--- src/rtl/core/adc_to_timer_period_interp_macros.svh ---
// ----------------------------------------------------------------------------
// adc_to_timer_period_interp assertion macros
// shorthand for the clocked, reset-qualified checks of the mapper
// ----------------------------------------------------------------------------
`ifndef ADC_TO_TIMER_PERIOD_INTERP_MACROS_SVH
`define ADC_TO_TIMER_PERIOD_INTERP_MACROS_SVH

// same-cycle implication
`define ATPI_ASSERT_IMPL(name, clk, rst_n, ante, cons, msg) \
  name: assert property (@(posedge clk) disable iff (!rst_n) (ante) |-> (cons)) \
    else $error(msg);

// next-cycle implication
`define ATPI_ASSERT_NEXT(name, clk, rst_n, ante, cons, msg) \
  name: assert property (@(posedge clk) disable iff (!rst_n) (ante) |=> (cons)) \
    else $error(msg);

`endif

--- src/rtl/core/atpi_pkg.sv ---
// ----------------------------------------------------------------------------
// atpi_pkg
// widths, breakpoint tables and reciprocal constants of the period mapper
// ----------------------------------------------------------------------------
package atpi_pkg;

  localparam int unsigned BREAKPOINTS_DEF = 11;
  localparam int unsigned TABLE_CAP       = 16;

  localparam int unsigned ADC_W    = 12;
  localparam int unsigned PERIOD_W = 11;
  localparam int unsigned PRESC_W  = 8;
  localparam int unsigned SEG_W    = $clog2(TABLE_CAP);

  localparam int unsigned DX_W    = 9;   // distance to upper breakpoint, <= 410
  localparam int unsigned DP_W    = 10;  // period span of a segment, <= 847
  localparam int unsigned NUM_W   = DX_W + DP_W;
  localparam int unsigned RECIP_W = 20;
  localparam int unsigned PROD_W  = NUM_W + RECIP_W;
  localparam int unsigned Q_W     = 10;

  // floor(n / d) == (n * ceil(2^SHIFT / d)) >> SHIFT for all n < 2^NUM_W
  localparam int unsigned RECIP_SHIFT = NUM_W + 9;

  localparam logic [ADC_W-1:0]    LOW_EDGE   = ADC_W'(408);
  localparam logic [DP_W-1:0]     LOW_DP     = DP_W'(249);
  localparam logic [PERIOD_W-1:0] LOW_PERIOD = PERIOD_W'(1694);

  localparam logic [ADC_W-1:0] BP_X [TABLE_CAP] = '{
    12'd0,    12'd408,  12'd817,  12'd1227, 12'd1637, 12'd2046, 12'd2456, 12'd2866,
    12'd3275, 12'd3685, 12'd4095, 12'd0,    12'd0,    12'd0,    12'd0,    12'd0
  };

  localparam logic [PERIOD_W-1:0] BP_P [TABLE_CAP] = '{
    11'd0,   11'd1694, 11'd847, 11'd564, 11'd423, 11'd338, 11'd282, 11'd242,
    11'd211, 11'd188,  11'd169, 11'd0,   11'd0,   11'd0,   11'd0,   11'd0
  };

  // ceil(2^28 / segment width); segment 1 uses the low edge of 408
  localparam logic [RECIP_W-1:0] RECIP [TABLE_CAP] = '{
    20'd0,      20'd657931, 20'd656322, 20'd654721, 20'd654721, 20'd656322,
    20'd654721, 20'd654721, 20'd656322, 20'd654721, 20'd654721, 20'd0,
    20'd0,      20'd0,      20'd0,      20'd0
  };

  typedef struct packed {
    logic [SEG_W-1:0] seg;  // k with x[k-1] <= adc < x[k], 1 in the low band, last segment at the top
    logic             lo;   // reading at or below the low edge
    logic             hi;   // reading at or above the last breakpoint
  } atpi_seg_t;

endpackage

--- src/rtl/core/atpi_seg_find.sv ---
// ----------------------------------------------------------------------------
// atpi_seg_find
// classifies a reading into the low band, an interior segment or the top
// ----------------------------------------------------------------------------
module atpi_seg_find import atpi_pkg::*; #(
  parameter int unsigned BREAKPOINTS = BREAKPOINTS_DEF
) (
  input  logic [ADC_W-1:0] adc_value_i,
  output atpi_seg_t        seg_o
);

  localparam int unsigned TOP = BREAKPOINTS - 1;

  always_comb begin
    seg_o.seg = SEG_W'(1);
    for (int i = 1; i < TABLE_CAP; i++) begin
      if (i < TOP && adc_value_i >= BP_X[i]) begin
        seg_o.seg = SEG_W'(i + 1);
      end
    end
    seg_o.lo = (adc_value_i <= LOW_EDGE);
    seg_o.hi = !seg_o.lo && !(adc_value_i < BP_X[SEG_W'(TOP)]);
    if (seg_o.lo) begin
      seg_o.seg = SEG_W'(1);
    end
  end

endmodule

--- src/rtl/core/adc_to_timer_period_interp.sv ---
// ----------------------------------------------------------------------------
// adc_to_timer_period_interp
// piecewise linear map from a 12-bit converter reading to timer period and
// prescaler over a fixed breakpoint table, four register stages
// ----------------------------------------------------------------------------
// a request is taken into stage 1 and passes stages 2, 3 and 4 in order to valid_o
// throughput: one request per cycle, busy stays low, no stalls anywhere
// the multiply and the reciprocal multiply each own a stage, which sets depth
// reset clears only the valid bits of the stages; data registers are not reset
// the receiver cannot stall: each result is on the ports for one cycle only
module adc_to_timer_period_interp import atpi_pkg::*; #(
  parameter int unsigned BREAKPOINTS = BREAKPOINTS_DEF
) (
  input  logic                clk_i,
  input  logic                rst_ni,
  input  logic                start,
  output logic                busy,
  input  logic [ADC_W-1:0]    adc_value_i,
  output logic                valid_o,
  output logic [PERIOD_W-1:0] period_o,
  output logic [PRESC_W-1:0]  prescaler_o
);

`include "adc_to_timer_period_interp_macros.svh"

  localparam int unsigned TOP = BREAKPOINTS - 1;

  // the pipeline never holds off a request
  assign busy = 1'b0;

  // ---------------- stage 1: segment search ----------------
  atpi_seg_t seg_d, seg_q;
  logic [ADC_W-1:0] adc_q;
  logic v1_q;

  atpi_seg_find #(
    .BREAKPOINTS(BREAKPOINTS)
  ) u_seg_find (
    .adc_value_i(adc_value_i),
    .seg_o      (seg_d)
  );

  always_ff @(posedge clk_i or negedge rst_ni) begin
    if (!rst_ni) begin
      v1_q <= 1'b0;
    end else begin
      v1_q <= start && !busy;
    end
  end

  always_ff @(posedge clk_i) begin
    adc_q <= adc_value_i;
    seg_q <= seg_d;
  end

  // ---------------- stage 2: distance times span ----------------
  logic [ADC_W-1:0]    dx_full;
  logic [DX_W-1:0]     dx;
  logic [PERIOD_W-1:0] p_lo, p_hi;
  logic [DP_W-1:0]     dp;
  logic [PERIOD_W-1:0] base_d;
  logic [NUM_W-1:0]    num_d, num_q;
  logic [RECIP_W-1:0]  recip_q;
  logic [PERIOD_W-1:0] base2_q;
  logic                lo2_q;
  logic                v2_q;

  always_comb begin
    p_lo    = BP_P[SEG_W'(seg_q.seg - 1'b1)];
    p_hi    = BP_P[seg_q.seg];
    // distance from the reading up to the segment's upper breakpoint
    dx_full = BP_X[seg_q.seg] - adc_q;
    dx      = seg_q.hi ? '0 : dx_full[DX_W-1:0];
    // low band scales the prescaler range, interior segments the period span
    if (seg_q.lo) begin
      dp = LOW_DP;
    end else if (seg_q.hi || p_lo < p_hi) begin
      dp = '0;
    end else begin
      dp = DP_W'(p_lo - p_hi);
    end
    // top band snaps to the last table period
    base_d = seg_q.hi ? BP_P[SEG_W'(TOP)] : p_hi;
    if (seg_q.lo) begin
      base_d = LOW_PERIOD;
    end
    num_d = NUM_W'(dx) * NUM_W'(dp);
  end

  always_ff @(posedge clk_i or negedge rst_ni) begin
    if (!rst_ni) begin
      v2_q <= 1'b0;
    end else begin
      v2_q <= v1_q;
    end
  end

  always_ff @(posedge clk_i) begin
    num_q   <= num_d;
    recip_q <= RECIP[seg_q.seg];
    base2_q <= base_d;
    lo2_q   <= seg_q.lo;
  end

  // ---------------- stage 3: divide by segment width ----------------
  // exact floor division through a constant reciprocal per segment
  logic [PROD_W-1:0]   prod;
  logic [Q_W-1:0]      q_q;
  logic [PERIOD_W-1:0] base3_q;
  logic                lo3_q;
  logic                v3_q;

  assign prod = PROD_W'(num_q) * PROD_W'(recip_q);

  always_ff @(posedge clk_i or negedge rst_ni) begin
    if (!rst_ni) begin
      v3_q <= 1'b0;
    end else begin
      v3_q <= v2_q;
    end
  end

  always_ff @(posedge clk_i) begin
    q_q     <= prod[RECIP_SHIFT +: Q_W];
    base3_q <= base2_q;
    lo3_q   <= lo2_q;
  end

  // ---------------- stage 4: result assembly ----------------
  logic [PERIOD_W-1:0] period_d, period_q;
  logic [PRESC_W-1:0]  presc_d, presc_q;
  logic                valid_q;

  always_comb begin
    if (lo3_q) begin
      // low band: fixed period, quotient is the prescaler
      period_d = base3_q;
      presc_d  = q_q[PRESC_W-1:0];
    end else begin
      period_d = base3_q + PERIOD_W'(q_q);
      presc_d  = '0;
    end
  end

  always_ff @(posedge clk_i or negedge rst_ni) begin
    if (!rst_ni) begin
      valid_q <= 1'b0;
    end else begin
      valid_q <= v3_q;
    end
  end

  always_ff @(posedge clk_i) begin
    period_q <= period_d;
    presc_q  <= presc_d;
  end

  assign valid_o     = valid_q;
  assign period_o    = period_q;
  assign prescaler_o = presc_q;

  // ---------------- checks ----------------
  `ATPI_ASSERT_IMPL(a_fixed_latency, clk_i, rst_ni, 1'b1, valid_o == ($past(start, 4) && $past(rst_ni, 4) && $past(rst_ni, 3) && $past(rst_ni, 2) && $past(rst_ni, 1)), "result strobe does not follow request by four cycles")
  `ATPI_ASSERT_NEXT(a_last_stage, clk_i, rst_ni, v3_q, valid_o, "divide stage result not delivered")
  `ATPI_ASSERT_IMPL(a_presc_low_only, clk_i, rst_ni, valid_o && (prescaler_o != '0), period_o == LOW_PERIOD, "nonzero prescaler outside the low band")
  `ATPI_ASSERT_IMPL(a_period_max, clk_i, rst_ni, valid_o, period_o <= LOW_PERIOD, "period above the table maximum")

endmodule
--- config.mk ---
export PLATFORM = sky130hd
export DESIGN_NAME = adc_to_timer_period_interp
export DESIGN_NICKNAME = d
export VERILOG_FILES = /design/src/rtl/core/atpi_pkg.sv /design/src/rtl/core/atpi_seg_find.sv /design/src/rtl/core/adc_to_timer_period_interp.sv
export VERILOG_INCLUDE_DIRS = /design/src /design/src/rtl/core
export SDC_FILE = /design/constraint.sdc
export NUM_CORES = 1
export LEC_CHECK = 0
export CORE_ASPECT_RATIO = 1.4
export CORE_MARGIN = 2
export CORE_UTILIZATION = 65
export DETAILED_ROUTE_END_ITERATION = 10
export DONT_BUFFER_PORTS = 1
export GPL_TIMING_DRIVEN = 0
export PLACE_DENSITY = 0.82
export SLEW_MARGIN = 15
export SYNTH_ARGS = -nofsm -noshare
export SYNTH_HDL_FRONTEND = slang
export SYNTH_SLANG_ARGS = --single-unit
export TNS_END_PERCENT = 1
--- constraint.sdc ---
create_clock -name clk_i -period 16.7 [get_ports clk_i]
set_input_delay 0.835 -clock clk_i [delete_from_list [all_inputs] [get_ports clk_i]]
set_output_delay 0.835 -clock clk_i [all_outputs]
set_load 0.005 [all_outputs]
==> metrics.yaml, run 1 <==
outcome:
  status: "complete, no violations"
worst_setup_path:
  worst-path-buf-inv: 10
  path_common_cell: "inv_1"
  crit_type: "reg2reg"
  required_ns: 16.91
  cpMaxStageDelayCell: "o21ai_0"
  arrival_ns: 9.48
  cp-end-kind: "register"
  crit_family: "compound AO/OA/AOI/OAI gates"
  worst-path-max-fanout: 10
  cpPeakStageDelay_ns: 0.90
  r2r_start: "seg_q[2]"
  r2r_end: "num_q[18]"
  r2r_cells: 35
  reg2reg_slack_ns: 7.43
  start_kind: "register"
drt:
  routed_wirelength_um: 37700
  drtAntennaViolNets: 0
  firstDrtPassIters: 7
  viasPerCell: 5.78
  wl_per_cell_um: 18.6
  route.detailed.drc: 0
  drtIter0Drc: 700
  dr_total_vias: 11700
cells_and_area:
  multiInputGateArea_um2: 12300
  final_core_util_pct: 69.2
  num_antenna_cells: 0
  final-seq-area_um2: 1980
  nets: 2240
  drive_gt1_share_pct: 2.45
  area_growth_pct: 4.33
  n_fill_cell: 1809
logic_synthesis:
  syn_nets: 2229
  async_flop_share_pct: 4.08
  synth_cells: 1696
  synth.cell_area_um2: 16000
  synth-warning-count: 0
  seq_area_frac_synth_pct: 12.4
  synth.distinct_cells: 65
  synthFlopType: "dfxtp_1"
  synth_edf_count: 0
  synth-seq-cells: 98
  syn_area_per_cell_um2: 9.41
die:
  fp.coreArea_um2: 24100
  start_util_pct: 66.4
  std_cell_rows: 67
  die_w_um: 136
  die_h_um: 189
  fp.dieArea_um2: 25800
  pin_count: 36
sta:
  finalCritPeriodShare_pct: 55.5
  finalClockSkew_ns: 0.0140
  finalSetupViolCount: 0
  slew_viol_final: 0
  hold_viol_final: 0
  rsz0062_at_grt: "false"
  clock.fmax_mhz: 108
  worstMarginPinSlew_ns: 1.12
  slew_headroom_pct: 24.4
  finalSetupTns_ns: 0
  min_period_ns: 9.27
grt:
  grt_pass1_vias: 13200
  antenna_found_initial: 0
  grt_max_degree: 21
  grt-ovfl-total: 0
  grt_use_total_pct: 31.3
  grt_pass1_wl_um: 62500
clock_network:
  cts_buffer_depth: 2
  cts_setup_buffers: 0
  numClockSinks: 98
  cts_hold_buf: 0
  clk_latency_ns: 0.36
  ctsResizeCount: 0
  htree_num_levels: 3
  clkTransAtPathRegs_ns: 0.08
  cts_buffers: 9
  cts_tree: "yes"
  cts_root_buffer: "clkbuf_16"
place:
  io_buffers: 0
  hpwl_um: 32500
  gp_congestion: 0.971
job:
  max-cap-violations: 0
hold_path:
  hold_path_class: "in2async"
==> layout make-up <==
class | instances | share of cell area, %
Clock inverter | 7 | 0.473
Clock buffer | 9 | 1.35
Tap cell | 310 | 2.33
Sequential cell | 98 | 11.9
Buffer | 40 | 0.947
Multi-Input combinational cell | 1160 | 74.0
Inverter | 398 | 8.97
==> Yosys cell counts (21+ instances only) <==
cell type    n  share of area [%]
a21o_1      21               0.99
a21oi_1     67                2.1
and2_1     106                4.2
clkbuf_1    32               0.75
dfxtp_1     94                 12
fa_1       277                 35
ha_1       241                 19
inv_1      396                9.3
nand2_1     90                2.1
nor2_1      52                1.2
nor3_1      27               0.85
o21ai_0     72                2.3
or3_1       23               0.90
xnor2_1     27                1.5
==> layout by cell type (no fill, tap or decap), types with 7 or more instances in the layout <==
| cell | n |
|---|---|
| a21o_1 | 21 |
| or3_1 | 23 |
| nand2_1 | 90 |
| nor3_1 | 27 |
| nand3_1 | 7 |
| nor2_1 | 52 |
| fa_1 | 277 |
| ha_1 | 241 |
| inv_1 | 396 |
| o21a_1 | 7 |
| xor2_1 | 14 |
| mux2i_1 | 8 |
| a21boi_0 | 16 |
| clkbuf_16 | 9 |
| clkbuf_1 | 32 |
| dfxtp_1 | 94 |
| and2_1 | 106 |
| a21oi_1 | 67 |
| nor2b_1 | 10 |
| o21ai_0 | 72 |
| xnor2_1 | 27 |
| nand2b_1 | 7 |
==> cell families (layout without fill, tap and decap cells) <==
| kind of cell | after synthesis | in the layout | synth area share [%] |
|---|---|---|---|
| fa+ha+maj | 518 | 518 | 53.6 |
| buf+inv | 438 | 454 | 10.3 |
| simple gates | 349 | 349 | 11.3 |
| compound gates | 242 | 242 | 9.47 |
| flops | 98 | 98 | 12.4 |
| xor+xnor | 41 | 41 | 2.25 |
| mux | 9 | 9 | 0.572 |
| other cells | 1 | 1 | 0.0235 |
==> sequential cells by signal (all words and copies together) (netlist names) <==
signal,cells
adc_q,9
base2_q,11
base3_q,11
lo2_q,1
lo3_q,1
num_q,19
period_o,11
prescaler_o,8
q_q,10
recip_q,7
seg_q,6
v1_q,1
v2_q,1
v3_q,1
valid_o,1
==> metal layers <==
layer | vias up | GRT usage, % | wire [um]
met1 | 5709 | 33.0 | 13100
met3 | 190 | 4.15 | 1960
met5 | - | 0 | 0
met4 | 0 | 21.7 | 3150
met2 | 453 | 56.8 | 19500
li1 | 5334 | - | -
==> metrics by stage <==
step / hold WS (ns) / worst slack (ns) / instances / area [um^2]
after floorplan: 0.310 / 9.11 / 1696 / 16000
after global placement: 0.310 / 7.83 / 2006 / 16400
after detailed placement: 0.314 / 7.70 / 2006 / 16400
after CTS: 0.157 / 7.67 / 2022 / 16700
after global routing: 0.156 / 6.94 / 2022 / 16700
final: 0.166 / 7.43 / 2022 / 16700
==> worst max path at each step <==
stage                            to  startpoint  cells past startpoint  slack (ns)
after floorplan           num_q[18]    seg_q[2]                     35        9.11
after global placement    num_q[18]    seg_q[2]                     35        7.83
after detailed placement  num_q[18]    seg_q[2]                     35        7.70
after CTS                 num_q[18]    seg_q[2]                     35        7.67
after global routing      num_q[18]    seg_q[2]                     35        6.94
final                     num_q[18]    seg_q[2]                     35        7.43
Power of run 1 is not shown: default switching activity piles up to over one toggle a cycle in this logic, so the estimate is an artifact.
==> inputs of run 2 (changes only) <==
CORE_UTILIZATION = 61   (was 65)
PLACE_DENSITY = 0.81   (was 0.82)
clock period = 8.35 ns   (was 16.7 ns; I/O delays follow)
==> metrics.yaml, run 2 (synthesis results as in run 1) <==
die:
  die_w_um: 141  # +3.1%
  fp.coreArea_um2: 25900  # +7.8%
  std_cell_rows: 70  # +4.5%
  fp.dieArea_um2: 27500  # +6.4%
  pin_count: 36  # unchanged
  start_util_pct: 61.6  # -4.8 points
  die_h_um: 195  # +3.2%
worst_setup_path:
  worst-path-buf-inv: 9  # -1
  cpMaxStageDelayCell: "fa_1"
  worst-path-max-fanout: 10  # unchanged
  cpPeakStageDelay_ns: 0.53  # -0.37 ns
  r2r_start: "seg_q[2]"
  crit_type: "reg2reg"
  crit_family: "adder cells"
  startpoint: "seg_q[2]"
  start_kind: "register"
  cp-end-kind: "register"
  required_ns: 8.63  # -8.28 ns
  arrival_ns: 8.26  # -1.22 ns
clock_network:
  htree_num_levels: 3  # unchanged
  cts_tree: "yes"
  cts_buffer_depth: 2  # unchanged
  clk_latency_ns: 0.35  # about the same
  numClockSinks: 98  # unchanged
  cts_buffers: 9  # unchanged
  cts_root_buffer: "clkbuf_16"
  clkTransAtPathRegs_ns: 0.07  # about the same
hold_path:
  min_from: "adc_value_i[0]"
  hold_path_class: "in2reg"
drt:
  routed_wirelength_um: 38300  # +1.4%
  route.detailed.drc: 0  # unchanged
  drtAntennaViolNets: 0  # unchanged
  firstDrtPassIters: 6  # -1
  dr_total_vias: 11800  # +0.98%
  wl_per_cell_um: 18.8  # +0.64%
  viasPerCell: 5.79  # +0.19%
  drtIter0Drc: 785  # +12%
cells_and_area:
  largest_reg_flops: 19  # unchanged
  drive_gt1_share_pct: 3.97  # +1.5 points
  regMostFlops: "num_q"
  final-seq-area_um2: 1990  # +0.25%
  nets: 2242  # +0.089%
  multiInputGateArea_um2: 12400  # +0.71%
  design_area_um2: 16800  # +0.90%
  mostFrequentLayoutCells: "inv_1 (394), fa_1 (277), ha_1 (241)"
  area_growth_pct: 5.27
  layout_commonest_cell: "inv_1"
  num_antenna_cells: 0  # unchanged
  stdcell_count: 2038  # +0.79%
  n_fill_cell: 2038  # +13%
sta:
  fin_ws_ns: 0.367  # -7.06 ns
  min_period_ns: 7.98  # -1.29 ns
  clock.fmax_mhz: 125  # +16%
  finalCritPeriodShare_pct: 95.6  # +40 points
  slew_viol_final: 0  # unchanged
  hold_viol_final: 0  # unchanged
  slew_headroom_pct: 36.3  # +12 points
  worstMarginPinSlew_ns: 0.953  # -0.169 ns
  finalSetupViolCount: 0  # unchanged
  finalClockSkew_ns: 0.0124  # -0.00168 ns
place:
  io_buffers: 0  # unchanged
  gp_congestion: 1.01  # +4.5%
  placed_area_um2: 16400  # +0.11%
  dp_cells: 2020  # +0.70%
  hpwl_um: 32700  # +0.53%
  pre_cts_ws_ns: -0.707  # -8.41 ns
grt:
  antenna_found_initial: 0  # unchanged
  grt_pass1_vias: 13100  # -1.0%
  grt-ovfl-total: 0  # unchanged
  grt_max_degree: 20  # -4.8%
  grt_pass1_wl_um: 63500  # +1.6%
  grt_use_total_pct: 29.5  # -1.9 points
job:
  max-cap-violations: 0  # unchanged
outcome:
  status: "complete, no violations"
run 2: worst register-to-register path: cells and delay by family, from the launching register on:
family / cells / cell delay [ns]
AND/OR/NAND/NOR: 3 / 0.61
flip-flops: 1 / 0.37
AO/OA/AOI/OAI: 14 / 2.30
adder cells (fa/ha/maj): 9 / 3.53
XOR/XNOR: 1 / 0.12
buffers and inverters: 9 / 0.98
run 2: cell type report:
class,instances,share of cell area (%)
plain buffers,39,1.08
clock buffers,9,1.34
clock inverters,7,0.402
inverters,398,8.90
multi-input cells,1160,73.9
flip-flops and latches,98,11.8
well taps,324,2.41
repair buffers,3,0.149
run 2: through the flow:
stage	setup TNS [ns]	hold WS (ns)	utilization, %
after global placement	-2.48	0.122	63.1
after CTS	0	0.0782	64.4
after floorplan	0	0.122	-
after detailed placement	-3.07	0.122	63.1
after global routing	-0.0436	0.0784	64.8
final	0	0.0875	64.8
run 2: timing repair:
| action | CTS | global route |
|---|---|---|
| pin swaps | 0 | 4 |
| endpoints found under the setup margin | 8 | 8 |
| hold buffers | 1 | 0 |
| buffers inserted | 0 | 2 |
| gates resized for setup | 17 | 45 |
| endpoints found under the hold margin | 4 | 0 |
run 2: worst paths after layout:
path                         endpoint  slack [ns]  cells past startpoint
setup reg to reg            num_q[18]        0.37                     36
setup / recovery            num_q[18]        0.37                     36
hold reg to reg            base3_q[8]        0.32                      0
hold / removal               adc_q[0]        0.09                      0
min in group asynchronous        v2_q        0.32                      1
max in group asynchronous     valid_o        7.86                      1
run 2: per-layer routing:
metal  share of wire [%]  vias up  wire (um)  global-route usage [%]
li1                    -     5352          -                       -
met2                  53      463      20100                    54.5
met5                   0        -          0                       0
met1                  34     5799      13000                    31.0
met4                 8.5        0       3250                    19.7
met3                 5.0      187       1900                    3.56
Power of run 2 is left out for the same reason.
